--- config.mk ---
export PLATFORM = sky130hd
export DESIGN_NAME = serial_reply_frame_recognizer_unit
export DESIGN_NICKNAME = d
export VERILOG_FILES = /design/src/srfr_pkg.sv /design/src/srfr_core.sv /design/src/serial_reply_frame_recognizer_unit.sv
export SDC_FILE = /design/constraint.sdc
export NUM_CORES = 1
export LEC_CHECK = 0
export BUFFER_PORTS_ARGS = -buffer_cell sky130_fd_sc_hd__buf_2
export CORE_ASPECT_RATIO = 0.6
export CORE_MARGIN = 2
export CORE_UTILIZATION = 30
export CTS_CLUSTER_SIZE = 24
export DETAILED_ROUTE_END_ITERATION = 16
export PLACE_DENSITY = 0.57
export SYNTH_ARGS = -nofsm -noshare
export SYNTH_HDL_FRONTEND = slang
export SYNTH_SLANG_ARGS = --single-unit
--- constraint.sdc ---
create_clock -name aclk -period 5.1 [get_ports aclk]
set_input_delay 1.02 -clock aclk [delete_from_list [all_inputs] [get_ports aclk]]
set_output_delay 1.02 -clock aclk [all_outputs]
set_load 0.03 [all_outputs]
--- src/srfr_pkg.sv ---
// ----------------------------------------------------------------------------
// srfr_pkg
// Shared types, codes and byte tables of the serial reply frame recognizer.
// ----------------------------------------------------------------------------
package srfr_pkg;

    // event codes reported with every item
    localparam logic [2:0] EV_NONE      = 3'd0;
    localparam logic [2:0] EV_ACK_SEEN  = 3'd1;
    localparam logic [2:0] EV_FRAME_BYTE = 3'd2;
    localparam logic [2:0] EV_FRAME_DONE = 3'd3;
    localparam logic [2:0] EV_MISMATCH  = 3'd4;
    localparam logic [2:0] EV_STR_MATCH = 3'd5;

    // phase codes as reported on the result
    localparam logic [1:0] PHASE_ACK   = 2'd0;
    localparam logic [1:0] PHASE_FRAME = 2'd1;
    localparam logic [1:0] PHASE_HUNT  = 2'd2;

    // fixed sequence lengths and limits
    localparam int ACK_LEN   = 5;
    localparam int MATCH_LEN = 24;
    localparam int IDX_LIMIT = 64;

    localparam logic [7:0] FRAME_START = 8'hAB;

    // one result item
    typedef struct packed {
        logic [1:0] phase_now;
        logic [5:0] frame_index;
        logic [7:0] frame_byte;
        logic [2:0] ev_code;
    } result_t;

    // acknowledge bytes in order
    function automatic logic [7:0] ack_char(input logic [2:0] pos);
        logic [7:0] c;
        case (pos)
            3'd0:    c = 8'hAB;
            3'd1:    c = 8'h05;
            3'd2:    c = 8'h0A;
            3'd3:    c = 8'hDF;
            3'd4:    c = 8'h4E;
            default: c = 8'h00;
        endcase
        return c;
    endfunction

    // characters of the ready string "hop finished and standby"
    function automatic logic [7:0] ready_char(input logic [4:0] pos);
        logic [7:0] c;
        case (pos)
            5'd0:    c = "h";
            5'd1:    c = "o";
            5'd2:    c = "p";
            5'd3:    c = " ";
            5'd4:    c = "f";
            5'd5:    c = "i";
            5'd6:    c = "n";
            5'd7:    c = "i";
            5'd8:    c = "s";
            5'd9:    c = "h";
            5'd10:   c = "e";
            5'd11:   c = "d";
            5'd12:   c = " ";
            5'd13:   c = "a";
            5'd14:   c = "n";
            5'd15:   c = "d";
            5'd16:   c = " ";
            5'd17:   c = "s";
            5'd18:   c = "t";
            5'd19:   c = "a";
            5'd20:   c = "n";
            5'd21:   c = "d";
            5'd22:   c = "b";
            5'd23:   c = "y";
            default: c = 8'h00;
        endcase
        return c;
    endfunction

endpackage

--- src/srfr_core.sv ---
// ----------------------------------------------------------------------------
// srfr_core
// Recognizer state and the single-pass decision for one received byte.
// ----------------------------------------------------------------------------
module srfr_core #(
    parameter int PARAM_DEPTH = 64
) (
    input  logic               aclk,
    input  logic               aresetn,
    input  logic               advance,
    input  logic [7:0]         rx_byte,
    output srfr_pkg::result_t  result
);

    typedef enum logic [1:0] {
        ST_ACK   = 2'd0,
        ST_FRAME = 2'd1,
        ST_HUNT  = 2'd2,
        ST_IDLE  = 2'd3
    } phase_t;

    // frame bytes at or past this index overflow
    localparam int IDX_MAX = (PARAM_DEPTH < srfr_pkg::IDX_LIMIT) ?
                             PARAM_DEPTH : srfr_pkg::IDX_LIMIT;
    localparam logic [6:0] IDX_MAX_W = 7'(IDX_MAX);
    localparam logic [6:0] ACK_LEN_W = 7'(srfr_pkg::ACK_LEN);
    localparam logic [4:0] MATCH_LAST = 5'(srfr_pkg::MATCH_LEN - 1);

    phase_t      phase_reg, phase_next;
    logic [6:0]  fpos_reg, fpos_next;
    logic [7:0]  flen_reg, flen_next;
    logic [4:0]  spos_reg, spos_next;

    logic [6:0]  idx;
    logic        ack_hit;
    logic        str_hit;

    assign idx     = fpos_reg - ACK_LEN_W;
    assign ack_hit = (fpos_reg < ACK_LEN_W) &&
                     (rx_byte == srfr_pkg::ack_char(fpos_reg[2:0]));
    assign str_hit = (rx_byte == srfr_pkg::ready_char(spos_reg));

    // decision for the current byte
    always_comb begin
        phase_next         = phase_reg;
        fpos_next          = fpos_reg;
        flen_next          = flen_reg;
        spos_next          = spos_reg;
        result.ev_code     = srfr_pkg::EV_NONE;
        result.frame_byte  = 8'd0;
        result.frame_index = 6'd0;

        unique case (phase_reg) inside
            ST_ACK, ST_FRAME: begin
                if (fpos_reg < ACK_LEN_W) begin
                    // acknowledge match
                    if (ack_hit) begin
                        fpos_next = fpos_reg + 7'd1;
                        if (fpos_reg == ACK_LEN_W - 7'd1) begin
                            result.ev_code = srfr_pkg::EV_ACK_SEEN;
                            if (phase_reg == ST_ACK) begin
                                fpos_next  = 7'd0;
                                phase_next = ST_FRAME;
                            end
                        end
                    end else begin
                        fpos_next      = 7'd0;
                        result.ev_code = srfr_pkg::EV_MISMATCH;
                    end
                end else if (idx == 7'd0 && rx_byte != srfr_pkg::FRAME_START) begin
                    // bad frame start
                    fpos_next      = 7'd0;
                    result.ev_code = srfr_pkg::EV_MISMATCH;
                end else if (idx >= IDX_MAX_W) begin
                    // frame overflow
                    fpos_next      = 7'd0;
                    result.ev_code = srfr_pkg::EV_MISMATCH;
                end else begin
                    // capture a frame byte
                    if (idx == 7'd1) begin
                        flen_next = rx_byte;
                    end
                    fpos_next          = fpos_reg + 7'd1;
                    result.frame_byte  = rx_byte;
                    result.frame_index = idx[5:0];
                    result.ev_code     = srfr_pkg::EV_FRAME_BYTE;
                    if (idx >= 7'd2 && ({1'b0, idx} + 8'd1) == flen_reg) begin
                        result.ev_code = srfr_pkg::EV_FRAME_DONE;
                        phase_next     = ST_HUNT;
                    end
                end
            end
            ST_HUNT: begin
                // ready string hunt, no retry on a mismatch
                if (str_hit && spos_reg == MATCH_LAST) begin
                    spos_next      = 5'd0;
                    result.ev_code = srfr_pkg::EV_STR_MATCH;
                end else if (str_hit) begin
                    spos_next = spos_reg + 5'd1;
                end else begin
                    spos_next = 5'd0;
                end
            end
            default: begin
                result.ev_code = srfr_pkg::EV_NONE;
            end
        endcase

        result.phase_now = phase_next;
    end

    // state update when the item moves on
    always_ff @(posedge aclk) begin
        if (!aresetn) begin
            phase_reg <= ST_ACK;
            fpos_reg  <= 7'd0;
            flen_reg  <= 8'd0;
            spos_reg  <= 5'd0;
        end else if (advance) begin
            phase_reg <= phase_next;
            fpos_reg  <= fpos_next;
            flen_reg  <= flen_next;
            spos_reg  <= spos_next;
        end
    end

endmodule

--- src/serial_reply_frame_recognizer_unit.sv ---
// ----------------------------------------------------------------------------
// serial_reply_frame_recognizer_unit
// Recognizes acknowledge, reply frame and ready string in a serial byte stream.
// ----------------------------------------------------------------------------
// Every received byte gives exactly one result item. An item passes from input
// to output through the input register, then the result register, and one
// item can enter every cycle while the receiver does not stall the output: the
// only loop is the recognizer state, updated as the item passes from the input
// register to the result register. Result tdata carries the event code, the
// captured frame byte and its index, and the phase after the byte.
module serial_reply_frame_recognizer_unit #(
    parameter int PARAM_DEPTH = 64
) (
    input  logic        aclk,
    input  logic        aresetn,
    input  logic        s_tvalid,
    output logic        s_tready,
    input  logic [7:0]  s_tdata,   // rx_byte[7:0]
    output logic        m_tvalid,
    input  logic        m_tready,
    output logic [23:0] m_tdata    // event_res[2:0], frame_byte[10:3],
                                   // frame_index[16:11], phase_now[18:17], zero
);

    logic              in_vld_reg, in_vld_next;
    logic [7:0]        in_byte_reg, in_byte_next;
    logic              out_vld_reg, out_vld_next;
    srfr_pkg::result_t out_res_reg, out_res_next;
    srfr_pkg::result_t core_res;
    logic              advance;

    // item moves from the input register into the result register
    assign advance  = in_vld_reg && (!out_vld_reg || m_tready);
    assign s_tready = !in_vld_reg || advance;

    srfr_core #(
        .PARAM_DEPTH (PARAM_DEPTH)
    ) u_core (
        .aclk    (aclk),
        .aresetn (aresetn),
        .advance (advance),
        .rx_byte (in_byte_reg),
        .result  (core_res)
    );

    // next values of the two pipeline registers
    always_comb begin
        in_vld_next  = in_vld_reg;
        in_byte_next = in_byte_reg;
        out_vld_next = out_vld_reg;
        out_res_next = out_res_reg;
        if (s_tvalid && s_tready) begin
            in_vld_next  = 1'b1;
            in_byte_next = s_tdata;
        end else if (advance) begin
            in_vld_next = 1'b0;
        end
        if (advance) begin
            out_vld_next = 1'b1;
            out_res_next = core_res;
        end else if (m_tready) begin
            out_vld_next = 1'b0;
        end
    end

    always_ff @(posedge aclk) begin
        if (!aresetn) begin
            in_vld_reg  <= 1'b0;
            out_vld_reg <= 1'b0;
        end else begin
            in_vld_reg  <= in_vld_next;
            out_vld_reg <= out_vld_next;
        end
        in_byte_reg <= in_byte_next;
        out_res_reg <= out_res_next;
    end

    // result packing
    assign m_tvalid = out_vld_reg;
    assign m_tdata  = {5'd0, out_res_reg.phase_now, out_res_reg.frame_index,
                       out_res_reg.frame_byte, out_res_reg.ev_code};

endmodule

======== After elaboration in Yosys (flattened, before gate mapping) ========
Memories as Yosys holds them, arrays and structs flattened. A register that Yosys moved wholly into a read port is not among the register bits.
Cells that the tools add are included.
storage, ports and cells
  bits in registers ....................... 51
  output and inout port bits .............. 26
  memories kept ........................... 1
  bits in read-only memories .............. 224
  bits of input ports ..................... 12
  logic and storage cells ................. 87
cells by class
  order comparisons ....................... 3
  equal/unequal tests ..................... 13
  bitwise logic cells ..................... 4
  multiplexer cells ....................... 31
  reduce and logical (&&, ||, !) cells .... 20
  add/subtract/negate cells ............... 4
memory list
  name              words  bits a word  rd ports  clocked after memory_dff  wr ports  RTL line        text
  (name not given)  32     7            1         1                         0         srfr_pkg.sv:52  case (pos)
operator list
  cell                                                         number
  two-way mux 7 bit                                            6
  case mux 8 bit (5 select lines)                              1
  equality test 8 bit                                          3
  two-way mux 5 bit                                            4
  two-way mux 2 bit                                            8
  two-way mux 3 bit                                            5
  adder 7 x 1 -> 8 bit (second input constant)                 1
  != test 8 bit (second input constant)                        1
  adder 7 x 1 -> 7 bit (second input constant)                 1
  equality test 7 x 1 -> 1 bit (second input constant)         1
  equality test 7 x 3 -> 1 bit (second input constant)         1
  >= comparator 7 x 2 -> 1 bit (second input constant)         1
  >= comparator 7 bit (second input constant)                  1
  logical NOT 7 bit                                            1
  less-than comparator 7 x 3 -> 1 bit (second input constant)  1
  subtractor 7 x 3 -> 7 bit (second input constant)            1
  equality test 3 x 2 -> 1 bit (second input constant)         2
  logical AND 1 bit                                            6
  two-way mux 1 bit                                            6
  case mux 3 bit (2 select lines)                              1
  AND reduction 6 bit                                          1
  adder 5 x 1 -> 5 bit (second input constant)                 1
  equality test 5 bit (second input constant)                  1
  NOT 1 bit                                                    4
  other kinds (12)                                             16

======== Depth between registers and ports, before layout ========
  depth in word-level cells ............... 9
  mapped depth ............................ 12
  mapped depth without buffers ............ 12

======== Modules after synthesis ========
Synthesis repeated with hierarchy kept, for this count alone.
unflattened totals
  cells, all modules ...................... 335
  area, all modules ....................... 3,285.7 µm²
by module, submodules not included
  module                              area an instance (µm²)  cells an instance  times used
  srfr_core                           2,329.7                 293                1
  serial_reply_frame_recognizer_unit  955.9                   42                 1

======== Worst setup path after synthesis ========
Ideal clock, no wire load.
  path type ............................... register to register
  start ................................... reg u_core.fpos_reg[0]
  end ..................................... reg out_res_reg (netlist bit m_tdata[17]), data pin
  path buffers ............................ 1
  setup time .............................. 0.254 ns
  arrival ................................. 2.858 ns
  stages on the path, launching flop included .. 12
  setup slack ............................. 1.987 ns
  period minus slack after synthesis ...... 3.113 ns
  cells stage by stage .................... dfxtp_1 > clkbuf_1 > inv_1 > ha_1 > ha_1 > inv_1 > nor3_1 > o211ai_1 > or3_1 > a221oi_1 > o2111ai_1 > o21a_1
RTL lines
  item                    RTL line                                  text
  from (decl)             srfr_core.sv:30                           logic [6:0] fpos_reg, fpos_next;
  from (signal assigned)  srfr_core.sv:121                          fpos_reg <= fpos_next;
  to (signal assigned)    serial_reply_frame_recognizer_unit.sv:75  out_res_reg <= out_res_next;
  to (decl)               serial_reply_frame_recognizer_unit.sv:28  srfr_pkg::result_t out_res_reg, out_res_next;

==> flow_summary.ini <==
[clock_tree]
clkSinkCount = 58
cts-root-buf = clkbuf_16
cts-hold-fix-buffers = 0
cts_resized = 0
clk_pin_slew_ns = 0.05
max-clock-path-buffers = 2
htree_levels = 3
tritoncts = built
cts_buffers = 9
cts_setup_buffers = 0
clkLatencyLatePin_ns = 0.33

[timing]
slew_violations = 0
finalWorstSetupSlack_ns = 1.43
fin_worst_skew_ns = 0.00664
setup_viol = 0
finalCriticalPeriod_ns = 3.67
worst_slew_pin_slew_ns = 0.893
setup_tns_ns = 0
hold_ws_ns = 0.545
slew-limit-headroom_pct = 40.0
hold_viol_final = 0
fmax_ghz = 0.273
post-route-period-util_pct = 72.0
rsz0062_at_grt = no

[synthesis]
async_flop_share_pct = 0
yosys.area.top_type = edfxtp_1
synth_mux_area_share_pct = 4.12
ys_ff_latch = 58
synthFlopType = dfxtp_1
synth_edf_count = 27
ys_seq_area_share_pct = 41.7
syn_inst = 356
netlist.area_leader.share_pct = 23.6
synth_top_family_by_area = simple AND/OR/NAND/NOR gates
synth_adder_area_share_pct = 5.10
synth_area_sq_mm = 0.00343
synth.distinct_cells = 63
synth-compound-area-share_pct = 12.1
ys_top_cells_by_area = edfxtp_1, dfxtp_1, ha_1
synth_commonest_cells = dfxtp_1, edfxtp_1, nand2_1
ys_warn_count = 0
synth-xor-area-share_pct = 7.40
yosysMostFrequentCell = dfxtp_1
syn_area_per_cell_sq_um = 9.64
yosys.area_share.simple_pct = 24.5

[power]
leakage_nw = 1.58
irDropWorstVdd_mv = 0.154
p_per_area_mw_per_mm2 = 287

[floorplan]
core_area_sq_mm = 0.0112
start_util_pct = 30.6
rows = 30
io_pins = 38
die_w_um = 142
die_h_um = 86.9
die_area_sq_mm = 0.0123

[placed_design]
dp_worst_setup_slack_ns = 1.43
placedCellCount = 516
dp_hpwl_um = 6480
port_buffers = 32
place_congestion = 0.907

[hold_path]
min_from = u_core.flen_reg[1]
hp-class = flip-flop to flip-flop

[route]
top_layer = met4
drt-initial-drc-count = 324
route.vias.total = 2741
wl_per_cell_um = 16.4
dr_wl_met3_um = 798
wl_met2_um = 3170
antenna_left = 0
route.final.wire_length_um = 8700
wl_met1_um = 4680
via_per_inst = 5.15
drc = 0
dr.pass1.iters = 6

[finish]
fin_nets = 409
final_cells = 532
diodes = 0
drive_gt1_share_pct = 16.2
nFillCells = 1125
area_delta_synth_final_pct = 15.7

[outcome]
status = completed

[worst_setup_path]
worst-endpoint-required_ns = 5.19
end_kind = flip-flop
reg2reg_from = u_core.fpos_reg[0]
critical_path_arrival_ns = 3.76
slowest_delay_ns = 0.62
worst-path-max-fanout = 12
crit_chain = inv_1, ha_1, ha_1, inv_1, nor3_1, o211ai_1, or3_1, a221oi_1, o2111ai_1, o21a_1
critical-path-slowest-cell = dfxtp_1
cp-start-kind = flip-flop
setup.worst_path.start = u_core.fpos_reg[0]
worstSetupPathType = flip-flop to flip-flop

[global_routing]
grt_start_max_net_pins = 36
antenna_found_initial = 0
grt_pass1_wl_um = 13700
track_usage_pct = 14.8
grt_pass1_vias = 2459
grt-ovfl-total = 0

[flow_run]
cap_violations = 0
==> cell type report <==
class,instances,area [sq um],area share (%)
Timing Repair Buffer,33,168,4.22
Clock buffer,11,233,5.86
Multi-Input combinational cell,265,1850,46.5
Tap cell,144,180,4.53
Sequential cell,58,1430,36.0
Inverter,16,60.1,1.51
Clock inverter,5,55.1,1.39
==> per-layer routing <==
metal	vias up	track usage, %
li1	1328	-
met1	1278	23.3
met2	130	18.9
met3	5	4.01
met4	0	5.09
met5	-	0
==> power by group <==
part	switching (mW)	internal, mW	leakage (nW)	total [mW]
clock network	0.208	0.376	0.136	0.584
logic	0.0337	0.0155	0.918	0.0492
registers	0.0121	0.496	0.522	0.508
total	0.254	0.887	1.58	1.14
==> path summary, 6_finish.rpt <==
check | to | slack [ns] | depth (start not counted)
max | m_tdata[17] | 1.43 | 10
min | u_core.flen_reg[1] | 0.55 | 2
max reg2reg | m_tdata[17] | 1.43 | 10
min reg2reg | u_core.flen_reg[1] | 0.55 | 2
==> stage by stage <==
step / power, mW / utilization [%] / area [sq um]
after floorplan: 0.549 / - / 3450
after global routing: 1.18 / 35.4 / 3970
final: 1.14 / 35.4 / 3970
after detailed placement: 0.566 / 32.8 / 3690
after CTS: 1.15 / 35.4 / 3970
after global placement: 0.565 / 32.8 / 3690
==> logic make-up (layout without fill, tap and decap cells) <==
family                     count (synthesis)  after routing
DFF                                       58             58
other                                      1              5
and+or+nand+nor                          147            147
muxes                                     14             14
xor gates and xnor gates                  29             29
buffers and inverters                     37             65
adders and majority gates                 14             14
AOI/OAI and AO/OA                         56             56
==> cell usage in the layout (no fill, tap or decap), types with 3 or more instances in the layout <==
cell,instances
o21ai_1,5
ha_1,14
nor2_1,18
a211oi_2,3
inv_1,15
nor4_1,4
xnor2_1,19
nand2b_1,6
or3_1,5
nand4_1,10
and3_1,6
a21oi_1,10
or2_2,3
o211ai_1,7
buf_2,32
nand2_1,26
clkbuf_16,9
edfxtp_1,27
nor3_1,14
nand3b_1,3
conb_1,5
mux2i_1,13
nand3_1,9
xor2_1,10
o21ai_0,7
and2_1,12
nor2b_1,16
dfxtp_1,31
nand4b_1,3
==> worst max-delay path: cells and delay by family, from the launching register on <==
kind                       cells  cell delay (ns)
and+or+nand+nor                2             0.66
buffers and inverters          2             0.30
adders and majority gates      2             0.85
AOI/OAI and AO/OA              4             1.01
DFF                            1             0.62
(Power assumes the default switching activity.)
